[config.mk]
export PLATFORM = sky130hd
export DESIGN_NAME = length_delimited_field_encoder
export DESIGN_NICKNAME = d
export VERILOG_FILES = /design/src/hw/rtl/lenc_pkg.sv /design/src/hw/rtl/length_delimited_field_encoder.sv /design/src/hw/rtl/lenc_front.sv /design/src/hw/rtl/lenc_fifo.sv /design/src/hw/rtl/lenc_back.sv
export SDC_FILE = /design/constraint.sdc
export NUM_CORES = 1
export LEC_CHECK = 0
export ABC_AREA = 1
export BUFFER_PORTS_ARGS = -buffer_cell sky130_fd_sc_hd__buf_2
export CAP_MARGIN = 20
export CORE_MARGIN = 10
export CORE_UTILIZATION = 45
export DETAILED_ROUTE_END_ITERATION = 10
export SLEW_MARGIN = 10
export SYNTH_ARGS = -nofsm -noshare
export SYNTH_HDL_FRONTEND = slang
export SYNTH_SLANG_ARGS = --single-unit
[constraint.sdc]
create_clock -name clk -period 7.2 [get_ports clk]
set_clock_uncertainty 0.1 [all_clocks]
set_input_delay 1.44 -clock clk [delete_from_list [all_inputs] [get_ports clk]]
set_output_delay 1.44 -clock clk [all_outputs]
set_load 0.05 [all_outputs]
[src/hw/rtl/lenc_pkg.sv]
// Shared types, codes and helpers for the length-delimited field encoder.
// No dependencies; imported by every module of the block.
package lenc_pkg;

	localparam logic FUNC_HDR  = 1'b0;
	localparam logic FUNC_DATA = 1'b1;

	localparam logic [2:0] WIRE_TYPE_LEN = 3'd2;
	localparam logic [7:0] VARINT_CONT   = 8'h80;
	localparam int         PREFIX_BYTES  = 4;

	typedef struct packed {
		logic        func;
		logic [28:0] field_num;
		logic [31:0] string_length;
		logic [7:0]  data_byte;
	} item_t;

	typedef struct packed {
		logic [7:0] out_byte;
		logic       run_last;
		logic       field_end;
		logic       overrun;
	} result_t;

	// Classified work passed from front to back
	typedef struct packed {
		logic        is_hdr;
		logic        prefix;
		logic [31:0] body;
		logic [31:0] tag;
		logic [31:0] slen;
		logic [7:0]  data;
		logic        fend;
		logic        ovr;
	} cmd_t;

	typedef enum logic [1:0] {
		BK_IDLE,
		BK_PREFIX,
		BK_TAG,
		BK_LEN
	} bk_state_t;

	// Number of base-128 groups needed for a 32-bit value (1..5)
	function automatic logic [2:0] varint_len(input logic [31:0] v);
		logic [2:0] n;
		if (v[31:28] != '0)
			n = 3'd5;
		else if (v[27:21] != '0)
			n = 3'd4;
		else if (v[20:14] != '0)
			n = 3'd3;
		else if (v[13:7] != '0)
			n = 3'd2;
		else
			n = 3'd1;
		return n;
	endfunction

endpackage

[src/hw/rtl/length_delimited_field_encoder.sv]
// Top level of the length-delimited field encoder: front, command queue, back.
// Depends on lenc_pkg, lenc_front, lenc_fifo and lenc_back.
//
//   channel   signals                      moves
//   input     push / full / item           header or string-byte item
//   result    pop / empty / result         one encoded byte with flags
//   config    cfg_valid / cfg_ready / cfg_data   frame prefix enable
//
// A data item passes straight through the back end, one byte per cycle while
// the result side is not stalled. A header item takes a load step in the back
// sequencer, then emits its bytes (2 to 14) one per cycle while not stalled.
// Reset clears the queue, the result valid flag, the remaining count and the
// prefix enable. The front keeps accepting while the queue has room, so a
// stalled result side only blocks input once the queue fills.
module length_delimited_field_encoder #(
	parameter int QUEUE_DEPTH = 2
) (
	input  logic              clk,
	input  logic              arst_n,
	input  logic              push,
	output logic              full,
	input  lenc_pkg::item_t   item,
	input  logic              pop,
	output logic              empty,
	output lenc_pkg::result_t result,
	input  logic              cfg_valid,
	output logic              cfg_ready,
	input  logic              cfg_data
);
	import lenc_pkg::*;

	// front -> queue
	logic q_wr;
	logic q_full;
	cmd_t q_wdata;

	// queue -> back
	logic q_rd;
	logic q_empty;
	cmd_t q_rdata;

	assign full = q_full;

	// Front classifies items and keeps the string byte count
	lenc_front u_front (
		.clk       (clk),
		.arst_n    (arst_n),
		.push      (push),
		.item      (item),
		.q_full    (q_full),
		.q_wr      (q_wr),
		.q_wdata   (q_wdata),
		.cfg_valid (cfg_valid),
		.cfg_ready (cfg_ready),
		.cfg_data  (cfg_data)
	);

	// Decouples accept from byte emission
	lenc_fifo #(
		.DEPTH (QUEUE_DEPTH)
	) u_fifo (
		.clk    (clk),
		.arst_n (arst_n),
		.wr     (q_wr),
		.wdata  (q_wdata),
		.full   (q_full),
		.rd     (q_rd),
		.rdata  (q_rdata),
		.empty  (q_empty)
	);

	// Back emits header bytes one per cycle unless stalled, data straight through
	lenc_back u_back (
		.clk     (clk),
		.arst_n  (arst_n),
		.q_empty (q_empty),
		.q_rdata (q_rdata),
		.q_rd    (q_rd),
		.pop     (pop),
		.empty   (empty),
		.result  (result)
	);

endmodule

[src/hw/rtl/lenc_front.sv]
// Front end: accepts items, tracks the remaining string count and builds commands.
// Depends on lenc_pkg.
module lenc_front (
	input  logic           clk,
	input  logic           arst_n,
	input  logic           push,
	input  lenc_pkg::item_t item,
	input  logic           q_full,
	output logic           q_wr,
	output lenc_pkg::cmd_t q_wdata,
	input  logic           cfg_valid,
	output logic           cfg_ready,
	input  logic           cfg_data
);
	import lenc_pkg::*;

	logic        prefix_en_q;
	logic [31:0] remaining_q;
	logic [31:0] tag;
	logic [2:0]  n_tag;
	logic [2:0]  n_len;

	assign cfg_ready = 1'b1;
	assign q_wr      = push && !q_full;

	assign tag   = {item.field_num, WIRE_TYPE_LEN};
	assign n_tag = varint_len(tag);
	assign n_len = varint_len(item.string_length);

	always_comb begin
		q_wdata        = '0;
		q_wdata.is_hdr = (item.func == FUNC_HDR);
		q_wdata.prefix = prefix_en_q;
		q_wdata.body   = {29'd0, n_tag} + {29'd0, n_len} + item.string_length;
		q_wdata.tag    = tag;
		q_wdata.slen   = item.string_length;
		q_wdata.data   = item.data_byte;
		q_wdata.ovr    = (remaining_q == '0);
		q_wdata.fend   = (remaining_q == 32'd1);
	end

	always_ff @(posedge clk or negedge arst_n) begin
		if (!arst_n) begin
			prefix_en_q <= 1'b0;
			remaining_q <= '0;
		end else begin
			if (cfg_valid && cfg_ready)
				prefix_en_q <= cfg_data;
			if (q_wr) begin
				if (item.func == FUNC_HDR)
					remaining_q <= item.string_length;
				else if (remaining_q != '0)
					remaining_q <= remaining_q - 32'd1;
			end
		end
	end

endmodule

[src/hw/rtl/lenc_fifo.sv]
// Short command queue between front and back.
// Depends on lenc_pkg.
module lenc_fifo #(
	parameter int DEPTH = 2
) (
	input  logic           clk,
	input  logic           arst_n,
	input  logic           wr,
	input  lenc_pkg::cmd_t wdata,
	output logic           full,
	input  logic           rd,
	output lenc_pkg::cmd_t rdata,
	output logic           empty
);
	import lenc_pkg::*;

	localparam int PW = (DEPTH > 1) ? $clog2(DEPTH) : 1;
	localparam int CW = $clog2(DEPTH + 1);
	localparam logic [PW-1:0] LAST = PW'(DEPTH - 1);
	localparam logic [CW-1:0] FULLC = CW'(DEPTH);

	cmd_t          slot_q [DEPTH];
	logic [PW-1:0] wr_ptr_q;
	logic [PW-1:0] rd_ptr_q;
	logic [CW-1:0] count_q;

	assign full  = (count_q == FULLC);
	assign empty = (count_q == '0);
	assign rdata = slot_q[rd_ptr_q];

	always_ff @(posedge clk) begin
		if (wr)
			slot_q[wr_ptr_q] <= wdata;
	end

	always_ff @(posedge clk or negedge arst_n) begin
		if (!arst_n) begin
			wr_ptr_q <= '0;
			rd_ptr_q <= '0;
			count_q  <= '0;
		end else begin
			if (wr)
				wr_ptr_q <= (wr_ptr_q == LAST) ? '0 : wr_ptr_q + PW'(1);
			if (rd)
				rd_ptr_q <= (rd_ptr_q == LAST) ? '0 : rd_ptr_q + PW'(1);
			if (wr && !rd)
				count_q <= count_q + CW'(1);
			else if (rd && !wr)
				count_q <= count_q - CW'(1);
		end
	end

endmodule

[src/hw/rtl/lenc_back.sv]
// Back end: sequences prefix, tag and length bytes, passes data, holds the result register.
// Depends on lenc_pkg.
module lenc_back (
	input  logic              clk,
	input  logic              arst_n,
	input  logic              q_empty,
	input  lenc_pkg::cmd_t    q_rdata,
	output logic              q_rd,
	input  logic              pop,
	output logic              empty,
	output lenc_pkg::result_t result
);
	import lenc_pkg::*;

	bk_state_t   state_q;
	bk_state_t   state_nxt;
	logic [1:0]  cnt_q;
	logic [31:0] body_q;
	logic [31:0] tag_q;
	logic [31:0] len_q;
	logic        zero_q;
	logic        out_valid_q;
	result_t     res_q;

	logic    adv;
	logic    emit;
	logic    tag_more;
	logic    len_more;
	logic    load;
	result_t res_nxt;

	assign adv      = !out_valid_q || pop;
	assign tag_more = (tag_q[31:7] != '0);
	assign len_more = (len_q[31:7] != '0);
	assign load     = (state_q == BK_IDLE) && q_rd && q_rdata.is_hdr;
	assign empty    = !out_valid_q;
	assign result   = res_q;

	// next state
	always_comb begin
		state_nxt = state_q;
		case (state_q)
			BK_IDLE: begin
				if (!q_empty && q_rdata.is_hdr)
					state_nxt = q_rdata.prefix ? BK_PREFIX : BK_TAG;
			end
			BK_PREFIX: begin
				if (adv && cnt_q == 2'(PREFIX_BYTES - 1))
					state_nxt = BK_TAG;
			end
			BK_TAG: begin
				if (adv && !tag_more)
					state_nxt = BK_LEN;
			end
			BK_LEN: begin
				if (adv && !len_more)
					state_nxt = BK_IDLE;
			end
			default: state_nxt = BK_IDLE;
		endcase
	end

	// outputs
	always_comb begin
		q_rd    = 1'b0;
		emit    = 1'b0;
		res_nxt = '0;
		case (state_q)
			BK_IDLE: begin
				if (!q_empty) begin
					if (q_rdata.is_hdr) begin
						q_rd = 1'b1;
					end else if (adv) begin
						q_rd              = 1'b1;
						emit              = 1'b1;
						res_nxt.out_byte  = q_rdata.data;
						res_nxt.run_last  = 1'b1;
						res_nxt.field_end = q_rdata.fend && !q_rdata.ovr;
						res_nxt.overrun   = q_rdata.ovr;
					end
				end
			end
			BK_PREFIX: begin
				emit             = adv;
				res_nxt.out_byte = body_q[31:24];
			end
			BK_TAG: begin
				emit             = adv;
				res_nxt.out_byte = {tag_more, tag_q[6:0]};
			end
			BK_LEN: begin
				emit              = adv;
				res_nxt.out_byte  = {len_more, len_q[6:0]};
				res_nxt.run_last  = !len_more;
				res_nxt.field_end = !len_more && zero_q;
			end
			default: begin
				emit = 1'b0;
			end
		endcase
	end

	always_ff @(posedge clk) begin
		if (load) begin
			body_q <= q_rdata.body;
			tag_q  <= q_rdata.tag;
			len_q  <= q_rdata.slen;
			zero_q <= (q_rdata.slen == '0);
		end else if (adv) begin
			if (state_q == BK_PREFIX)
				body_q <= {body_q[23:0], 8'd0};
			if (state_q == BK_TAG)
				tag_q <= {7'd0, tag_q[31:7]};
			if (state_q == BK_LEN)
				len_q <= {7'd0, len_q[31:7]};
		end
		if (emit)
			res_q <= res_nxt;
	end

	always_ff @(posedge clk or negedge arst_n) begin
		if (!arst_n) begin
			state_q     <= BK_IDLE;
			cnt_q       <= '0;
			out_valid_q <= 1'b0;
		end else begin
			state_q <= state_nxt;
			if (load)
				cnt_q <= '0;
			else if (adv && state_q == BK_PREFIX)
				cnt_q <= cnt_q + 2'd1;
			if (adv)
				out_valid_q <= emit;
		end
	end

endmodule

# --- Word-level counts from Yosys, hierarchy flattened ---
# Memories as Yosys holds them, arrays and structs flattened.
# Index checks and enable logic that the tools add are counted.
# Widths: inputs -> output; s select.
op_classes:
  n_addsub: 8
  n_reduce_logical: 49
  eq_ne: 11
  muxes: 45
  n_bitwise: 3
ops:
  columns: ["op", "n"]
  rows:
  - ["$mux 32", 11]
  - ["$logic_not 32->1", 2]
  - ["$reduce_bool 25->1", 2]
  - ["$reduce_bool 7->1", 6]
  - ["$mux 11", 3]
  - ["$add 32x32->32", 1]
  - ["$eq 32x1->1 const B", 1]
  - ["$pmux 8 s4", 1]
  - ["$reduce_bool 32->1", 1]
  - ["$sub 32x1->32 const B", 1]
  - ["$mux 2", 11]
  - ["$mux 3", 6]
  - ["$logic_and 1x1->1", 12]
  - ["$reduce_bool 2->1", 6]
  - ["$mux 1", 10]
  - ["$eq 2x2->1 const B", 4]
  - ["$logic_not 1->1", 8]
  - ["$ne 2x1->1 const B", 4]
  - ["$pmux 2 s4", 1]
  - ["$reduce_and 2->1", 4]
  - ["$reduce_bool 4->1", 2]
  - ["$add 2x1->2 const B", 2]
  - ["$add 3x3->4", 1]
  - ["$logic_not 2->1", 2]
  - ["other kinds (11)", 14]
totals:
  ramBits: 210
  n_memories: 1
  regBits: 150
  input_bits: 76
  output_inout_bits: 14
mem_list:
  columns: ["memory", "words", "width", "read_ports", "rd_clocked_by_memory_dff", "write_ports", "line", "source"]
  rows:
  - ["u_fifo.slot_q", 2, 105, 1, 0, 1, "lenc_fifo.sv:22", "cmd_t slot_q [DEPTH];"]

# --- Depth between registers and ports, before layout ---
# Gate-level depths: netlist (run 1).
depth:
  depth_word: 10
  depth_mapped: 20
  ltp_nobuf: 19

# --- By module ---
# A second synthesis (run 1) with hierarchy kept.
unflattened:
  hier_cells: 1635
  area_unflattened_um2: 17554.3
by_module_without_submodules:
  columns: ["mod", "cells_per_inst", "area_per_inst_um2", "instances"]
  rows:
  - ["lenc_fifo", 361, 8025.2, 1]
  - ["lenc_back", 558, 5238.8, 1]
  - ["lenc_front", 716, 4290.4, 1]

# --- Least setup slack after synthesis (run 1) ---
# No wires, ideal clock.
synth_timing:
  kind: "input port to flip-flop"
  from: "in push"
  to: "mem u_fifo.slot_q[1][0] (netlist bit) (enable)"
  setup_ns: 0.572
  path_stages: 2
  slack_ns: 0.548
  n_path_buf: 0
  t_required_ns: 6.528
  t_arrival_ns: 5.980
  cell_sequence: "o21ai_1 -> nor2_1"
synth_via:
  elab_chain_len: 3
synth_rtl:
  columns: ["item", "line", "source"]
  rows:
  - ["from (decl)", "length_delimited_field_encoder.sv:20", "input logic push,"]
  - ["$logic_and 1x1->1", "lenc_front.sv:24", "assign q_wr = push && !q_full;"]
  - ["$mux 1", "lenc_fifo.sv:32", "if (wr)"]
  - ["$mux 1 (not written as such)", "lenc_fifo.sv:33", "slot_q[wr_ptr_q] <= wdata;"]
  - ["to (decl)", "lenc_fifo.sv:22", null]
# Every way passes these cells.

==> results of run 1 <==
-- synth_stat cells (2+ instances only) --
library cell | n | area [um2]
mux2i_1 | 18 | 180
nor3_1 | 12 | 60.1
nand3b_1 | 3 | 22.5
inv_2 | 3 | 11.3
nand2_2 | 4 | 25.0
edfxtp_1 | 318 | 9550
inv_1 | 103 | 387
clkinv_1 | 2 | 7.51
nor4_1 | 9 | 56.3
clkbuf_1 | 20 | 75.1
buf_2 | 32 | 160
nor2_4 | 3 | 33.8
buf_6 | 2 | 22.5
dfrtp_1 | 42 | 1050
o31ai_1 | 49 | 368
o21ai_1 | 23 | 115
buf_1 | 5 | 18.8
xor2_1 | 22 | 193
ha_1 | 15 | 188
nor2_2 | 6 | 37.5
nand4_1 | 37 | 231
buf_4 | 2 | 15.0
nor2_1 | 254 | 953
xnor2_1 | 8 | 70.1
a21oi_1 | 23 | 115
o21ai_0 | 40 | 200
a31oi_1 | 2 | 12.5
nand3_1 | 78 | 390
fa_1 | 2 | 40.0
nand2_1 | 461 | 1730
or2_2 | 4 | 25.0
-- sequential cells by signal, summed over array words and instances, names as in the netlist --
name                 cells
u_fifo.wr_ptr_q          1
u_back.state_q           2
u_back.out_valid_q       1
u_back.cnt_q             2
u_fifo.count_q           2
u_back.result           11
u_back.tag_q            32
u_fifo.slot_q          210
u_back.zero_q            1
u_front.prefix_en_q      1
u_back.body_q           32
u_back.len_q            32
u_front.remaining_q     32
u_fifo.rd_ptr_q          1
-- routing by layer --
metal,vias up,global-route usage (%),wire length (um)
met5,-,0,0
li1,5660,-,-
met1,5595,25.7,19000
met4,0,5.28,991
met2,362,30.7,20000
met3,62,3.42,2630
-- through the flow --
stage | total power, W | hold WS (ns) | instances | utilization, %
finish | 0.00818 | 0.389 | 2196 | 51.4
global route | 0.00869 | 0.407 | 2196 | 51.4
CTS | 0.00825 | 0.387 | 2196 | 51.4
detailed placement | 0.00620 | 0.374 | 2124 | 47.8
floorplan | 0.00541 | 0.338 | 1615 | -
global placement | 0.00614 | 0.362 | 2124 | 47.8
-- power by group through the flow --
stage | clock network, W | registers [W] | logic [W]
floorplan | 0 | 0.00368 | 0.00173
global placement | 0 | 0.00364 | 0.00250
detailed placement | 0 | 0.00365 | 0.00255
CTS | 0.00208 | 0.00361 | 0.00256
global route | 0.00217 | 0.00369 | 0.00284
finish | 0.00204 | 0.00362 | 0.00252
-- area by class of cell --
cell class,count,share of cell area [%]
flip-flops and latches,360,56.8
multi-input cells,1086,27.9
clock buffers,49,5.76
well taps,468,3.14
repair buffers,102,2.99
inverters,108,2.17
clock inverters,23,1.25
-- worst paths after layout --
path                                      from                 endpoint  slack, ns  cells after the start
min in group asynchronous               arst_n  u_front.remaining_q[28]       0.89                      2
setup reg to reg               u_fifo.rd_ptr_q        u_back.body_q[29]       3.87                      6
hold / removal             u_front.prefix_en_q    u_fifo.slot_q[0][103]       0.39                      0
max in group asynchronous               arst_n          u_fifo.rd_ptr_q       5.59                      2
hold reg to reg            u_front.prefix_en_q    u_fifo.slot_q[0][103]       0.39                      0
setup / recovery                      item[47]     u_fifo.slot_q[1][84]       2.32                     17
-- cells by family after synthesis --
family / synth area share (%)
other: 0.0228
muxes: 1.16
xor gates and xnor gates: 1.60
DFF: 64.4
AOI/OAI and AO/OA: 5.13
buffers and inverters: 4.23
adders and majority gates: 1.38
and+or+nand+nor: 22.1
==> flow_summary.json, run 1 <==
{
  "ioPinCount": 90,
  "final_hold_viol_count": 0,
  "first_iter_violations": 878,
  "placed_cell_area_mm2": 0.0174,
  "critPathKind": "in2reg",
  "multi_input_area_mm2": 0.00520,
  "initial_core_util_pct": 45.3,
  "critPathLaunchType": "input port",
  "ctsHtreeMaxLevel": 2,
  "rows": 70,
  "wl_um": 42600,
  "synth_seq_cells": 360,
  "critPathMostFrequentCell": "nand2_1",
  "grt_pass1_wl_um": 65800,
  "area.sequential_mm2": 0.0106,
  "yosysWarnings": 0,
  "syn_avg_cell_area_um2": 10.2,
  "swShare_pct": 37.1,
  "synthArstFlopShare_pct": 11.7,
  "cap_violations": 0,
  "rsz0062_at_grt": "no",
  "cts_hold_buf": 0,
  "clock_latency_ns": 0.55,
  "p_per_area_mw_per_mm2": 438,
  "p_comb_share_pct": 30.8,
  "finalMaxSlewViolations": 0,
  "p_clk_share_pct": 25.0,
  "worst_pin_slew_ns": 1.01,
  "grt_pass1_vias": 11400,
  "drive_above_1_share_pct": 11.3,
  "final_common_cell": "nand2_1",
  "slowest_delay_ns": 0.62,
  "finalSetupTns_ns": 0,
  "fin_ws_ns": 2.32,
  "clock_path_buffers": 3,
  "syn_area_mm2": 0.0165,
  "cts.sinks": 360,
  "post_synth_inst_count": 1615,
  "period_needed_ns": 4.88,
  "cts_made_buffers": 40,
  "max_freq_ghz": 0.205,
  "p_switching_w": 0.00304,
  "crit_slowest_cell": "nor4_1",
  "finalNetCount": 1791,
  "core_mm2": 0.0363,
  "tritoncts": "built",
  "timing.final.crit_share_pct": 67.8,
  "crit_chain": "buf_2 -> nor2_1 -> nand2_1 -> nor4_1 -> o21ai_0 -> nand2_1 -> ha_1 -> inv_1 -> fa_1 -> xnor2_1 -> ha_1 -> nand3_1 -> nand2_1 -> a21oi_1 -> nor2_1 -> nand2_1 -> xor2_1",
  "fp.dieW_um": 211,
  "syn_to_final_growth_pct": 13.3,
  "via_per_inst": 5.32,
  "antenna_found_initial": 1,
  "dieArea_mm2": 0.0447,
  "min_path_type": "reg2reg",
  "intPower_w": 0.00514,
  "crit_family": "simple AND/OR/NAND/NOR gates",
  "ys.flop_type": "edfxtp_1",
  "diodes": 0,
  "synthDistinctLibCells": 44,
  "cts.root.buffer_cell": "clkbuf_16",
  "vias": 11700,
  "cp_data_arrival_time_ns": 5.05,
  "place.gp.congestion": 0.897,
  "power.leakage_nw": 7.45,
  "grt_use_total_pct": 19.0,
  "clk_pin_slew_worst_paths_ns": 0.05,
  "worstPathMaxFanout": 11,
  "drc": 0,
  "outcome": "complete, no violations",
  "final_cell_mix": "461 x nand2_1, 318 x edfxtp_1, 252 x nor2_1",
  "slew_headroom_pct": 32.6,
  "setup-violations-final": 0,
  "filler_cell_count": 3251,
  "grt_max_degree": 94,
  "cts_resized": 0,
  "ant_nets": 0,
  "die_y_um": 211,
  "dp_hpwl_um": 28900,
  "crit_buf_inv": 2,
  "grt-ovfl-total": 0,
  "crit_required_ns": 7.37,
  "drtPass1Iterations": 7,
  "p_seq_share_pct": 44.2,
  "seq_area_frac_synth_pct": 64.4,
  "synthesis.nets": 1708,
  "dp_slack_ns": 1.86,
  "cts_setup_buffers": 0,
  "synth_edf_count": 318,
  "ir_worst_vdd_uv": 211,
  "crit_path_end_kind": "register",
  "post_drt_wl_per_cell_um": 19.4,
  "port_buffers": 88,
  "final_cell_area_mm2": 0.0187
}
Power figures use the tool's default switching activity.
==> run 2: changes to the inputs <==
--- a/config.mk
+++ b/config.mk
@@ -5,7 +5,7 @@
 export SDC_FILE = /design/constraint.sdc
 export NUM_CORES = 1
 export LEC_CHECK = 0
-export ABC_AREA = 1
+export ABC_AREA = 0
 export BUFFER_PORTS_ARGS = -buffer_cell sky130_fd_sc_hd__buf_2
 export CAP_MARGIN = 20
 export CORE_MARGIN = 10
==> constraint.sdc (replaced) <==
create_clock -name clk -period 4.9 [get_ports clk]
set_clock_uncertainty 0.1 [all_clocks]
set_input_delay 0.98 -clock clk [delete_from_list [all_inputs] [get_ports clk]]
set_output_delay 0.98 -clock clk [all_outputs]
set_load 0.05 [all_outputs]
==> run 2 against run 1 <==
Against the previous run:
- sequential power up 45%
- register-to-register slack worse by 2.2 ns
- combinational power up 17%
- global-route usage decreased by 1.6 points
- synthesized cell count shrank 29%
- first-iteration DRC count is 4.3% lower
- critical endpoint is now u_fifo.slot_q[0][102]
- largest cell class unchanged
- highest routed layer unchanged
==> flow_summary.json, run 2 <==
{
  "grt_use_total_pct": 17.4,
  "finalNetCount": 1378,
  "setup-violations-final": 0,
  "dieArea_mm2": 0.0423,
  "drive_above_1_share_pct": 16.9,
  "grt-ovfl-total": 0,
  "place.gp.congestion": 0.845,
  "fp.dieW_um": 206,
  "port_buffers": 88,
  "grt_pass1_vias": 9737,
  "clock_latency_ns": 0.53,
  "power.leakage_nw": 6.70,
  "rows": 67,
  "ys_top_cells_by_area": "edfxtp_1 62%, mux2i_1 7.4%, dfrtp_1 6.8%, o21ai_0 3.2%, nand2_1 2.9%",
  "final_util_pct": 53.3,
  "grt_pass1_wl_um": 56700,
  "final_cell_mix": "318 x edfxtp_1, 118 x nand2_1, 115 x mux2i_1",
  "filler_cell_count": 2857,
  "cap_violations": 0,
  "worstPathMaxFanout": 5,
  "p_per_area_mw_per_mm2": 610,
  "syn_area_mm2": 0.0155,
  "timing.final.crit_share_pct": 94.7,
  "post_drt_wl_per_cell_um": 21.1,
  "final_common_cell": "edfxtp_1",
  "cts_made_buffers": 39,
  "grt_max_degree": 106,
  "slew_headroom_pct": 37.0,
  "r2r_cells": 10,
  "synthesis.nets": 1245,
  "final_hold_viol_count": 0,
  "multi_input_area_mm2": 0.00462,
  "synth_seq_cells": 360,
  "yosysWarnings": 0,
  "syn_to_final_growth_pct": 16.2,
  "area.sequential_mm2": 0.0106,
  "synthDistinctLibCells": 54,
  "cp_data_arrival_time_ns": 4.81,
  "cts.sinks": 360,
  "antenna_found_initial": 0,
  "drtPass1Iterations": 8,
  "dp_hpwl_um": 25000,
  "clock_path_buffers": 3,
  "syn_avg_cell_area_um2": 13.5,
  "ctsHtreeMaxLevel": 2,
  "diodes": 0,
  "cts_resized": 0,
  "rsz0062_at_grt": "no",
  "via_per_inst": 5.59,
  "die_y_um": 206,
  "cts_hold_buf": 0,
  "outcome": "complete, no violations",
  "core_mm2": 0.0338,
  "ioPinCount": 90,
  "seq_area_frac_synth_pct": 68.4,
  "synth_area_leader_cell": "edfxtp_1",
  "tritoncts": "built",
  "largest_reg_flops": 210,
  "worst_pin_slew_ns": 0.945,
  "max_freq_ghz": 0.216,
  "cts_setup_buffers": 0,
  "synth_edf_count": 318,
  "finalMaxSlewViolations": 0,
  "power_w": 0.0110,
  "cts.root.buffer_cell": "clkbuf_16",
  "yosysTopAreaCellShare_pct": 61.6,
  "crit_path_end_kind": "register",
  "min_path_type": "in2async",
  "drc": 0,
  "critPathKind": "in2reg",
  "initial_core_util_pct": 45.9,
  "synth_common_cells": "318 x edfxtp_1, 119 x nand2_1, 115 x mux2i_1, 99 x o21ai_0, 66 x nor2_1",
  "ir_worst_vdd_uv": 303,
  "regMostFlops": "u_fifo.slot_q",
  "vias": 9842,
  "crit_required_ns": 5.07,
  "clk_pin_slew_worst_paths_ns": 0.06,
  "period_needed_ns": 4.64,
  "post_synth_inst_count": 1152,
  "wl_um": 37200,
  "ant_nets": 0,
  "synthArstFlopShare_pct": 11.7,
  "ys.flop_type": "edfxtp_1",
  "critPathLaunchType": "input port",
  "first_iter_violations": 840,
  "yosysMostFrequentCell": "edfxtp_1"
}
[run 2: cell count changes after synthesis, sizes merged, moves of 16 or more]
cell / change
mux2i: +97
clkbuf: +18
inv: -82
nand2: -347
nand4: -25
nor4: +34
o31ai: -44
buf: -24
nand3: -45
xnor2: +16
or4: +17
nor2: -198
o22ai: +25
o21ai: +36
[run 2: power by group]
group | total [W] | internal (W) | leakage, nW | switching [W]
combinational | 0.00296 | 0.000995 | 2.62 | 0.00196
sequential | 0.00524 | 0.00471 | 3.50 | 0.000536
clock | 0.00279 | 0.00163 | 0.589 | 0.00115
[run 2: area by class of cell]
| type | count | area share [%] |
|---|---|---|
| inverters | 24 | 0.500 |
| flip-flops and latches | 360 | 58.9 |
| repair buffers | 147 | 5.08 |
| clock buffers | 47 | 5.81 |
| multi-input cells | 713 | 25.6 |
| clock inverters | 22 | 0.986 |
| well taps | 448 | 3.11 |
[run 2: cells by family after synthesis]
logic type / share of synthesized area (%)
AO/OA/AOI/OAI: 7.63
XOR/XNOR: 2.03
adder cells (fa/ha/maj): 1.47
buffers and inverters: 2.02
flip-flops: 68.4
multiplexers: 7.64
other: 0.0242
AND/OR/NAND/NOR: 10.8
[run 2: per-stage QoR]
step | area, um2 | TNS [ns] | setup WS, ns | std cells | hold slack, ns
after detailed placement | 16800 | -4.44 | -0.290 | 1691 | 0.384
after global placement | 16800 | -1.71 | -0.191 | 1691 | 0.378
after CTS | 18000 | 0 | 0.234 | 1760 | 0.192
final | 18000 | 0 | 0.260 | 1761 | 0.208
after global routing | 18000 | 0 | 0.0247 | 1761 | 0.202
after floorplan | 15500 | 0 | 0.274 | 1152 | 0.338
[run 2: final timing paths]
check / from / end / slack [ns]
max: item[46] / u_fifo.slot_q[0][102] / 0.26
min: arst_n / u_front.remaining_q[5] / 0.21
max reg2reg: u_front.remaining_q[0] / u_front.remaining_q[5] / 1.63
min reg2reg: u_front.remaining_q[19] / u_front.remaining_q[19] / 0.39
max in group asynchronous: arst_n / u_fifo.rd_ptr_q / 3.65
min in group clk: u_front.remaining_q[19] / u_front.remaining_q[19] / 0.39
[run 2: layer usage]
layer / GRT usage (%) / vias up / wire length (um)
met5: 0 / - / 0
met4: 4.75 / 0 / 834
met3: 3.04 / 50 / 2040
met2: 27.7 / 259 / 17500
met1: 24.0 / 4872 / 16800
li1: - / 4661 / -
[run 2: critical path, cell delays in order]
cell	delay, ns
buf_2	0.10
or4_1	0.52
nor4_1	0.18
buf_4	0.17
nor2b_1	0.05
o21ai_0	0.29
buf_4	0.19
ha_1	0.15
inv_1	0.05
fa_1	0.52
inv_1	0.05
ha_1	0.27
a21o_1	0.13
a211oi_1	0.10
or3b_2	0.51
nor2_1	0.12
buf_4	0.15
nand3_1	0.09
xnor2_1	0.15
==> run 3: changes to the inputs <==
--- a/config.mk
+++ b/config.mk
@@ -5,13 +5,13 @@
 export SDC_FILE = /design/constraint.sdc
 export NUM_CORES = 1
 export LEC_CHECK = 0
-export ABC_AREA = 0
+export ABC_AREA = 1
 export BUFFER_PORTS_ARGS = -buffer_cell sky130_fd_sc_hd__buf_2
 export CAP_MARGIN = 20
 export CORE_MARGIN = 10
 export CORE_UTILIZATION = 45
 export DETAILED_ROUTE_END_ITERATION = 10
-export SLEW_MARGIN = 10
+export SLEW_MARGIN = 0
 export SYNTH_ARGS = -nofsm -noshare
 export SYNTH_HDL_FRONTEND = slang
 export SYNTH_SLANG_ARGS = --single-unit
==> run 3 against run 2 <==
Against the previous run:
- sequential share of layout area shrank 2.6 points
- routed wire length grew 17%
- via count grew 19%
- critical endpoint is now u_fifo.slot_q[0][84]
- sequential power grew 2%
- non-clock buffer count shrank 28
==> flow_summary.json, run 3 (synthesized netlist as in run 1, its figures left out) <==
{
  "cts_setup_buffers": 0,
  "worst_pin_slew_ns": 1.05,
  "finalHoldWorstSlack_ns": 0.242,
  "grt_pass1_wl_um": 67100,
  "drc": 0,
  "cts_made_buffers": 40,
  "grt_use_total_pct": 19.7,
  "syn_to_final_growth_pct": 14.4,
  "clock_path_buffers": 3,
  "finalSetupTns_ns": 0,
  "core_mm2": 0.0363,
  "antenna_found_initial": 4,
  "crit_required_ns": 5.09,
  "finalMaxSlewViolations": 0,
  "rows": 70,
  "p_per_area_mw_per_mm2": 642,
  "via_per_inst": 5.28,
  "crit_path_end_kind": "register",
  "first_iter_violations": 1032,
  "final_cell_mix": "461 x nand2_1, 318 x edfxtp_1, 252 x nor2_1",
  "grt_pass1_vias": 11600,
  "place.gp.congestion": 0.927,
  "critPathKind": "in2reg",
  "dp.cells": 2141,
  "r2r_cells": 4,
  "placed_cell_area_mm2": 0.0175,
  "cp_data_arrival_time_ns": 4.67,
  "clock_latency_ns": 0.56,
  "clk_pin_slew_worst_paths_ns": 0.06,
  "final_common_cell": "nand2_1",
  "ctsHtreeMaxLevel": 2,
  "outcome": "complete, no violations",
  "final_hold_viol_count": 0,
  "fp.dieW_um": 211,
  "min_path_type": "in2async",
  "tritoncts": "built",
  "routed.top_layer": "met4",
  "cts.sinks": 360,
  "final_cells": 2215,
  "cap_violations": 0,
  "filler_cell_count": 3233,
  "dp_hpwl_um": 30300,
  "port_buffers": 88,
  "drive_above_1_share_pct": 11.8,
  "grt-ovfl-total": 0,
  "die_y_um": 211,
  "max_freq_ghz": 0.223,
  "ant_nets": 0,
  "setup-violations-final": 0,
  "vias": 11700,
  "dieArea_mm2": 0.0447,
  "largest_reg_flops": 210,
  "timing.final.crit_share_pct": 91.4,
  "power.leakage_nw": 7.54,
  "regMostFlops": "u_fifo.slot_q",
  "cts.root.buffer_cell": "clkbuf_16",
  "final_cell_area_mm2": 0.0188,
  "cts_hold_buf": 0,
  "finalNetCount": 1808,
  "wl_met1_um": 19200,
  "post_drt_wl_per_cell_um": 19.6,
  "dr_wl_met3_um": 2750,
  "slew_headroom_pct": 29.7,
  "reg2reg_from": "u_fifo.rd_ptr_q",
  "period_needed_ns": 4.48,
  "ir_worst_vdd_uv": 310,
  "wl_met2_um": 20100,
  "drtPass1Iterations": 6,
  "wl_um": 43500,
  "cts_resized": 0,
  "rsz0062_at_grt": "no",
  "worstPathMaxFanout": 11,
  "final_util_pct": 51.8,
  "critPathLaunchType": "input port",
  "grt_max_degree": 62,
  "ioPinCount": 90,
  "crit_start": "item[32]",
  "initial_core_util_pct": 45.3
}
## run 3: final cells by class
class                   instances  area (um2)  area share [%]
diodes                          1        2.50          0.0133
multi-input cells            1086        5200            27.6
clock buffers                  55        1110            5.89
well taps                     468         586            3.11
clock inverters                18         195            1.04
inverters                     108         405            2.15
flip-flops and latches        360       10600            56.3
repair buffers                119         736            3.90
## run 3: power by group
part	internal (W)	leakage, nW	switching, W	total [W]
clock network	0.00180	0.633	0.00120	0.00300
logic	0.00106	3.41	0.00268	0.00374
registers	0.00476	3.50	0.000594	0.00536
## run 3: critical path, stage by stage
cell and delay [ns]:
buf_2 0.12, inv_1 0.14, nand4_1 0.11, nor4_1 0.51
o21ai_0 0.18, nand2_1 0.13, ha_1 0.18, inv_1 0.06
fa_1 0.38, xnor2_1 0.14, ha_1 0.34, nand3_1 0.09
nand2_1 0.13, a21oi_1 0.14, nor2_1 0.69, nand2_1 0.14
xor2_1 0.19
## run 3: per-stage QoR
stage,setup WS (ns),total power (W)
global placement,-0.0319,0.00911
finish,0.419,0.0121
detailed placement,-0.0544,0.00919
CTS,0.527,0.0122
global route,0.156,0.0129
floorplan,0.470,0.00791
## run 3: final timing paths
check / endpoint / slack, ns
max: u_fifo.slot_q[0][84] / 0.42
min: u_front.remaining_q[13] / 0.24
max reg2reg: u_back.body_q[31] / 1.46
min reg2reg: u_fifo.slot_q[0][103] / 0.39
max in group asynchronous: u_fifo.rd_ptr_q / 3.67
min in group clk: u_fifo.slot_q[0][103] / 0.39
## run 3: per-layer routing
| metal | vias to the layer above | global-route usage (%) |
|---|---|---|
| li1 | 5691 | - |
| met1 | 5595 | 26.7 |
| met2 | 345 | 31.0 |
| met3 | 69 | 3.67 |
| met4 | 0 | 7.04 |
| met5 | - | 0 |
